File: config.mk
export PLATFORM = sky130hd
export DESIGN_NAME = msls_front
export DESIGN_NICKNAME = d
export VERILOG_FILES = /design/src/rtl/core/assert_macros.svh /design/src/rtl/core/msls_pkg.sv /design/src/rtl/core/msls_front.sv
export SDC_FILE = /design/constraint.sdc
export NUM_CORES = 1
export LEC_CHECK = 0
export BUFFER_PORTS_ARGS = -buffer_cell sky130_fd_sc_hd__buf_2
export CORE_UTILIZATION = 35
export DETAILED_ROUTE_END_ITERATION = 10
export GPL_TIMING_DRIVEN = 0
export SLEW_MARGIN = 20
export SYNTH_ARGS = -nofsm -noshare
export SYNTH_HDL_FRONTEND = slang
export SYNTH_SLANG_ARGS = --single-unit
export TNS_END_PERCENT = 20
File: constraint.sdc
create_clock -name i_clk -period 2 [get_ports i_clk]
set_clock_uncertainty 0.15 [all_clocks]
set_input_delay 0.1 -clock i_clk [delete_from_list [all_inputs] [get_ports i_clk]]
set_output_delay 0.1 -clock i_clk [all_outputs]
set_load 0.02 [all_outputs]
File: src/rtl/core/assert_macros.svh
// assertion macros shared by the rtl, compiled out with NO_ASSERTIONS
`ifndef ASSERT_MACROS_SVH
`define ASSERT_MACROS_SVH
`ifndef NO_ASSERTIONS
// same-cycle implication
`define ASSERT_IMP(lbl, clk, rst_n, ante, cons) \
    lbl: assert property (@(posedge clk) disable iff (!rst_n) (ante) |-> (cons)) \
        else $error("assertion failed");
// next-cycle implication
`define ASSERT_NXT(lbl, clk, rst_n, ante, cons) \
    lbl: assert property (@(posedge clk) disable iff (!rst_n) (ante) |=> (cons)) \
        else $error("assertion failed");
`else
`define ASSERT_IMP(lbl, clk, rst_n, ante, cons)
`define ASSERT_NXT(lbl, clk, rst_n, ante, cons)
`endif
`endif

File: src/rtl/core/msls_pkg.sv
// shared constants, codes and types of the multi-strip led serializer
package msls_pkg;

    localparam int LEDS_PER_STRIP = 16;
    localparam int STRIPS         = 5;
    localparam int BITS_PER_LED   = 24;
    localparam int COLOR_W        = 24;
    localparam int CFG_W          = 16;
    localparam int CFG_IDX_W      = 2;
    localparam int KIND_W         = 3;
    localparam int FIELD_W        = 8;
    localparam int LEVELS_W       = 8;
    localparam int ADDR_W         = (LEDS_PER_STRIP > 1) ? $clog2(LEDS_PER_STRIP) : 1;
    localparam int LED_W          = $clog2(LEDS_PER_STRIP + 1);
    localparam int STRIP_W        = (STRIPS > 1) ? $clog2(STRIPS) : 1;
    localparam int BIT_W          = $clog2(BITS_PER_LED);
    localparam int QDEPTH         = 4;
    localparam int QPTR_W         = $clog2(QDEPTH);

    localparam logic [CFG_W-1:0] DEF_PRESCALE    = CFG_W'(0);
    localparam logic [CFG_W-1:0] DEF_SLOT_PERIOD = CFG_W'(89);
    localparam logic [CFG_W-1:0] DEF_ZERO_HIGH   = CFG_W'(30);
    localparam logic [CFG_W-1:0] DEF_ONE_HIGH    = CFG_W'(60);

    typedef enum logic [KIND_W-1:0] {
        KIND_SET_PIXEL  = 3'd0,
        KIND_FILL_STRIP = 3'd1,
        KIND_SET_COLUMN = 3'd2,
        KIND_SET_ALL    = 3'd3,
        KIND_START      = 3'd4,
        KIND_TICK       = 3'd5
    } t_kind;

    typedef enum logic [2:0] {
        OP_NOP,
        OP_PIXEL,
        OP_FILL,
        OP_COLUMN,
        OP_ALL,
        OP_START,
        OP_TICK
    } t_op;

    typedef enum logic [CFG_IDX_W-1:0] {
        CFG_PRESCALE  = 2'd0,
        CFG_PERIOD    = 2'd1,
        CFG_ZERO_HIGH = 2'd2,
        CFG_ONE_HIGH  = 2'd3
    } t_cfg_reg;

    typedef enum logic [2:0] {
        ST_IDLE,
        ST_FILL,
        ST_COPY,
        ST_FLUSH,
        ST_PRIME,
        ST_LOAD
    } t_state;

    typedef struct packed {
        t_op                op;
        logic [STRIP_W-1:0] strip;
        logic [ADDR_W-1:0]  index;
        logic [COLOR_W-1:0] grb;
    } t_cmd;

    typedef struct packed {
        logic               we;
        t_cfg_reg           idx;
        logic [CFG_W-1:0]   data;
    } t_cfg_wr;

    typedef struct packed {
        logic idle;
        logic sending;
    } t_back_sts;

endpackage

File: src/rtl/core/msls_front.sv
// front end: classifies incoming items and queues them for the back end
module msls_front (
    input  logic                           i_clk,
    input  logic                           i_rst_n,
    input  logic                           i_push,
    input  logic [msls_pkg::KIND_W-1:0]    i_kind,
    input  logic [msls_pkg::FIELD_W-1:0]   i_strip,
    input  logic [msls_pkg::FIELD_W-1:0]   i_index,
    input  logic [msls_pkg::FIELD_W-1:0]   i_red,
    input  logic [msls_pkg::FIELD_W-1:0]   i_green,
    input  logic [msls_pkg::FIELD_W-1:0]   i_blue,
    input  logic                           i_pop,
    output logic                           o_full,
    output logic                           o_valid,
    output msls_pkg::t_cmd                 o_cmd
);

    msls_pkg::t_cmd                 w_cmd;
    logic                           w_strip_ok;
    logic                           w_index_ok;
    msls_pkg::t_cmd                 r_q [msls_pkg::QDEPTH];
    logic [msls_pkg::QPTR_W-1:0]    r_wr_ptr, n_wr_ptr;
    logic [msls_pkg::QPTR_W-1:0]    r_rd_ptr, n_rd_ptr;
    logic [msls_pkg::QPTR_W:0]      r_count, n_count;

    // range checks, out of range writes become no-ops
    assign w_strip_ok = (i_strip < msls_pkg::FIELD_W'(msls_pkg::STRIPS));
    assign w_index_ok = (i_index < msls_pkg::FIELD_W'(msls_pkg::LEDS_PER_STRIP));

    always_comb begin
        w_cmd.op    = msls_pkg::OP_NOP;
        w_cmd.strip = i_strip[msls_pkg::STRIP_W-1:0];
        w_cmd.index = i_index[msls_pkg::ADDR_W-1:0];
        w_cmd.grb   = {i_green, i_red, i_blue};
        case (msls_pkg::t_kind'(i_kind))
            msls_pkg::KIND_SET_PIXEL: begin
                if (w_strip_ok && w_index_ok) begin
                    w_cmd.op = msls_pkg::OP_PIXEL;
                end
            end
            msls_pkg::KIND_FILL_STRIP: begin
                if (w_strip_ok) begin
                    w_cmd.op = msls_pkg::OP_FILL;
                end
            end
            msls_pkg::KIND_SET_COLUMN: begin
                if (w_index_ok) begin
                    w_cmd.op = msls_pkg::OP_COLUMN;
                end
            end
            msls_pkg::KIND_SET_ALL: w_cmd.op = msls_pkg::OP_ALL;
            msls_pkg::KIND_START:   w_cmd.op = msls_pkg::OP_START;
            msls_pkg::KIND_TICK:    w_cmd.op = msls_pkg::OP_TICK;
            default:                w_cmd.op = msls_pkg::OP_NOP;
        endcase
    end

    always_comb begin
        n_wr_ptr = r_wr_ptr;
        n_rd_ptr = r_rd_ptr;
        n_count  = r_count;
        if (i_push) begin
            n_wr_ptr = r_wr_ptr + msls_pkg::QPTR_W'(1);
        end
        if (i_pop) begin
            n_rd_ptr = r_rd_ptr + msls_pkg::QPTR_W'(1);
        end
        if (i_push && !i_pop) begin
            n_count = r_count + (msls_pkg::QPTR_W+1)'(1);
        end else if (i_pop && !i_push) begin
            n_count = r_count - (msls_pkg::QPTR_W+1)'(1);
        end
    end

    always_ff @(posedge i_clk) begin
        if (!i_rst_n) begin
            r_wr_ptr <= '0;
            r_rd_ptr <= '0;
            r_count  <= '0;
        end else begin
            r_wr_ptr <= n_wr_ptr;
            r_rd_ptr <= n_rd_ptr;
            r_count  <= n_count;
        end
    end

    always_ff @(posedge i_clk) begin
        if (i_push) begin
            r_q[r_wr_ptr] <= w_cmd;
        end
    end

    assign o_full  = (r_count == (msls_pkg::QPTR_W+1)'(msls_pkg::QDEPTH));
    assign o_valid = (r_count != '0);
    assign o_cmd   = r_q[r_rd_ptr];

endmodule

==> run summary <==
Flops & latches, synth: 145
Worst R2R End: r_q[0][5]
Async S/R FF share, synth: 0%
Syn-to-layout area delta: 36.3%
Main flop type after synthesis: edfxtp_1
Starting density of the core: 35.9%
Tcrit/Tclk final: 101%
Power Total: 8.05 mW
IO buf count: 82
Clock tree buffer depth: 2
First-pass GRT wire length: 15.5 mm
Placer congestion estimate: 0.714
Cell area power density: 1080 nW/um^2
Largest family of logic cells by synthesized area: multiplexers
Vias in the first global route: 2,933
Compound-Gate Fraction of Synth Area: 0.821%
Worst vdd ir: 0.547 mV
Via count: 2,770
Root buffer cell: clkbuf_16
Synth Area in Adders: 1.51%
Worst-path fanout max: 5
Worst EP required: 1750 ps
Row Count: 45
Routed wire length: 10.0 mm
Critical path class: flip-flop to output pin
Total congestion overflow: 0
Largest net degree at the start of global routing: 20
Cts bufs inserted: 17
Post-DRT Antenna Nets: 0
Initial DRC count: 135
Fin. Hold Viols: 4
Number of clock sinks: 145
Skew-Pair Late Insertion Delay: 410 ps
Worst-Margin Slew: 577 ps
Hold Startpoint: i_index[6]
Die Y: 127 um
Post-Place Cell Area: 6270 sq um
Routed WL per cell: 16.4 um
Number of flops mapped to enable cells by yosys: 136
Final nets: 438
Die Area: 16,200 sq um
Share of cells above drive strength 1: 41.1%
Crit path setup slack, layout: -17.5 ps
Pre-antenna DRT Iters: 4
Synth Area per Inst: 23.1 sq um
GRT Util Overall: 13.4%
Synth Area in Simple Gates: 2.53%
Hold/Removal Path Class: input pin to flip-flop
Cells after DPL: 534
Initial antenna violation count: 0
Synth unique cells: 29
Xor and xnor area share after synthesis: 0.799%
Top cell type's share of synthesized area: 74.5%
CP Capture Type: output pin
Unrepaired setup endpoints after global routing: true
WHS Path Cells: 4
Sequential share of the synthesized area: 77.8%
Max Transition Viols Final: 0
Final setup viols: 9
Rel. slew slack: 61.1%
Setup TNS: -58.8 ps
Hold Path Sink: r_q[0][31]
Violated checks: hold timing, setup timing
Core Area: 15,300 sq um
Synthesized area: 5480 sq um
CTS tree: done
Synthesis Warnings: 0
Clk slew on worst S/H paths: 60 ps
Worst r2r path cells: 4
Fmax: 496 MHz
Via density per instance: 4.56
Leak pwr: 2.65 nW
Mapped Cells: 237
Post-synthesis mux area share: 14.6%
Non-Filler Instances: 608
H-tree depth reported by CTS: 4
Worst Setup Start Kind: flip-flop
Area contributors post-synth: edfxtp_1 74%, mux4_2 12%, dfxtp_1 3.3%
FF-to-FF Start: r_wr_ptr[0]
Drc violations: 0
Die outline width: 127 um
Hpwl dp: 6.14 mm
Net Count, Synth: 290
Num ports: 83
N_diodes: 0
Status: complete, but fails checks
Worst EP arrival: 1770 ps
FF-to-FF setup slack: 230 ps
Hold WS: -7.77 ps
Min Clock Period, post-route: 2020 ps
Max Cap Viol: 0
Post-layout instance area: 7470 sq um
Synth area leader: edfxtp_1
## worst max-delay path: stages, from the launching register on
cell and delay, ps:
dfxtp_4 370, buf_12 140, clkbuf_16 150, mux4_2 500, buf_2 180
## registers in the layout, indices dropped and copies added (netlist names), named ones only
register and flops:
r_count 3, r_q 136, r_rd_ptr 2, r_wr_ptr 2
## placed cells by master, fill, tap and decap left out, types with 3 or more instances in the layout
cell,synthesis,final
edfxtp_1,136,136
buf_2,3,80
dlygate4sd3_1,0,39
mux4_2,30,31
clkbuf_16,0,21
bufinv_16,0,7
dfxtp_1,9,7
inv_1,5,5
and2_1,9,5
ha_1,5,5
buf_12,3,4
buf_4,0,4
and2_2,0,4
buf_16,0,4
nand2_1,3,3
o21ai_0,3,3
mux4_1,4,3
nor2_1,3,3
xor2_1,3,3
clkinv_1,0,3
## worst max path at each step
stage,start,endpoint,slack [ps],cells after the start
after floorplan,r_wr_ptr[0],r_q[2][0],80,3
after global placement,r_wr_ptr[0],r_q[1][10],-640,2
after detailed placement,r_wr_ptr[0],r_q[2][10],170,4
after CTS,flip-flop,o_cmd[15],-70,4
after global routing,flip-flop,o_cmd[32],-70,4
final,flip-flop,o_cmd[32],-20,4
## what timing repair did
action | in CTS | in global routing
hold buffers | 39 | 0
gates cloned | 0 | 4
setup endpoints to repair | 30 | 36
endpoints found under the hold margin | 141 | 0
resized for setup | 3 | 11
setup buffers | 1 | 0
## cell families (layout without fill, tap and decap cells)
logic type               after synthesis  in the layout
AO/OA/AOI/OAI                          7              7
adder cells (fa/ha/maj)                6              6
AND/OR/NAND/NOR                       25             25
XOR/XNOR                               5              5
flip-flops                           145            145
buffers and inverters                 13            173
multiplexers                          36             36
## area by class of cell
type	instances	area, sq um
Fill cell	1285	7780
Clock buffer	18	429
Sequential cell	145	4270
Clock inverter	13	240
Buffer	7	103
Inverter	5	18.8
Multi-Input combinational cell	79	1120
Tap cell	211	264
Timing Repair Buffer	130	1030
## synthesized netlist by cell type (3+ instances only)
cell type  number
dfxtp_1         9
edfxtp_1      136
buf_2           3
xor2_1          3
o21ai_0         3
ha_1            5
mux4_1          4
mux4_2         30
and2_1          9
nor2_1          3
inv_1           5
buf_12          3
nand2_1         3
## where the power goes
part	internal (mW)	switching, mW	leakage (nW)
Combinational	0.466	0.476	0.998
Clock	2.44	1.14	0.326
Sequential	3.48	0.0497	1.33
Total	6.39	1.66	2.65
## routing by layer
metal / global-route usage, % / wire length (um) / vias to the layer above
met2: 22.9 / 5070 / 68
met3: 4.48 / 454 / 16
met4: 6.51 / 187 / 0
met1: 15.0 / 4280 / 1403
met5: 0 / 0 / -
li1: - / - / 1283
## per-stage QoR
step | setup WS [ps] | utilization (%)
after global routing | -70.6 | 49.0
after detailed placement | 172 | 41.1
after CTS | -70.6 | 48.1
after global placement | -643 | 40.4
final | -17.5 | 49.0
after floorplan | 80.9 | -
Power figures use the tool's default switching activity.
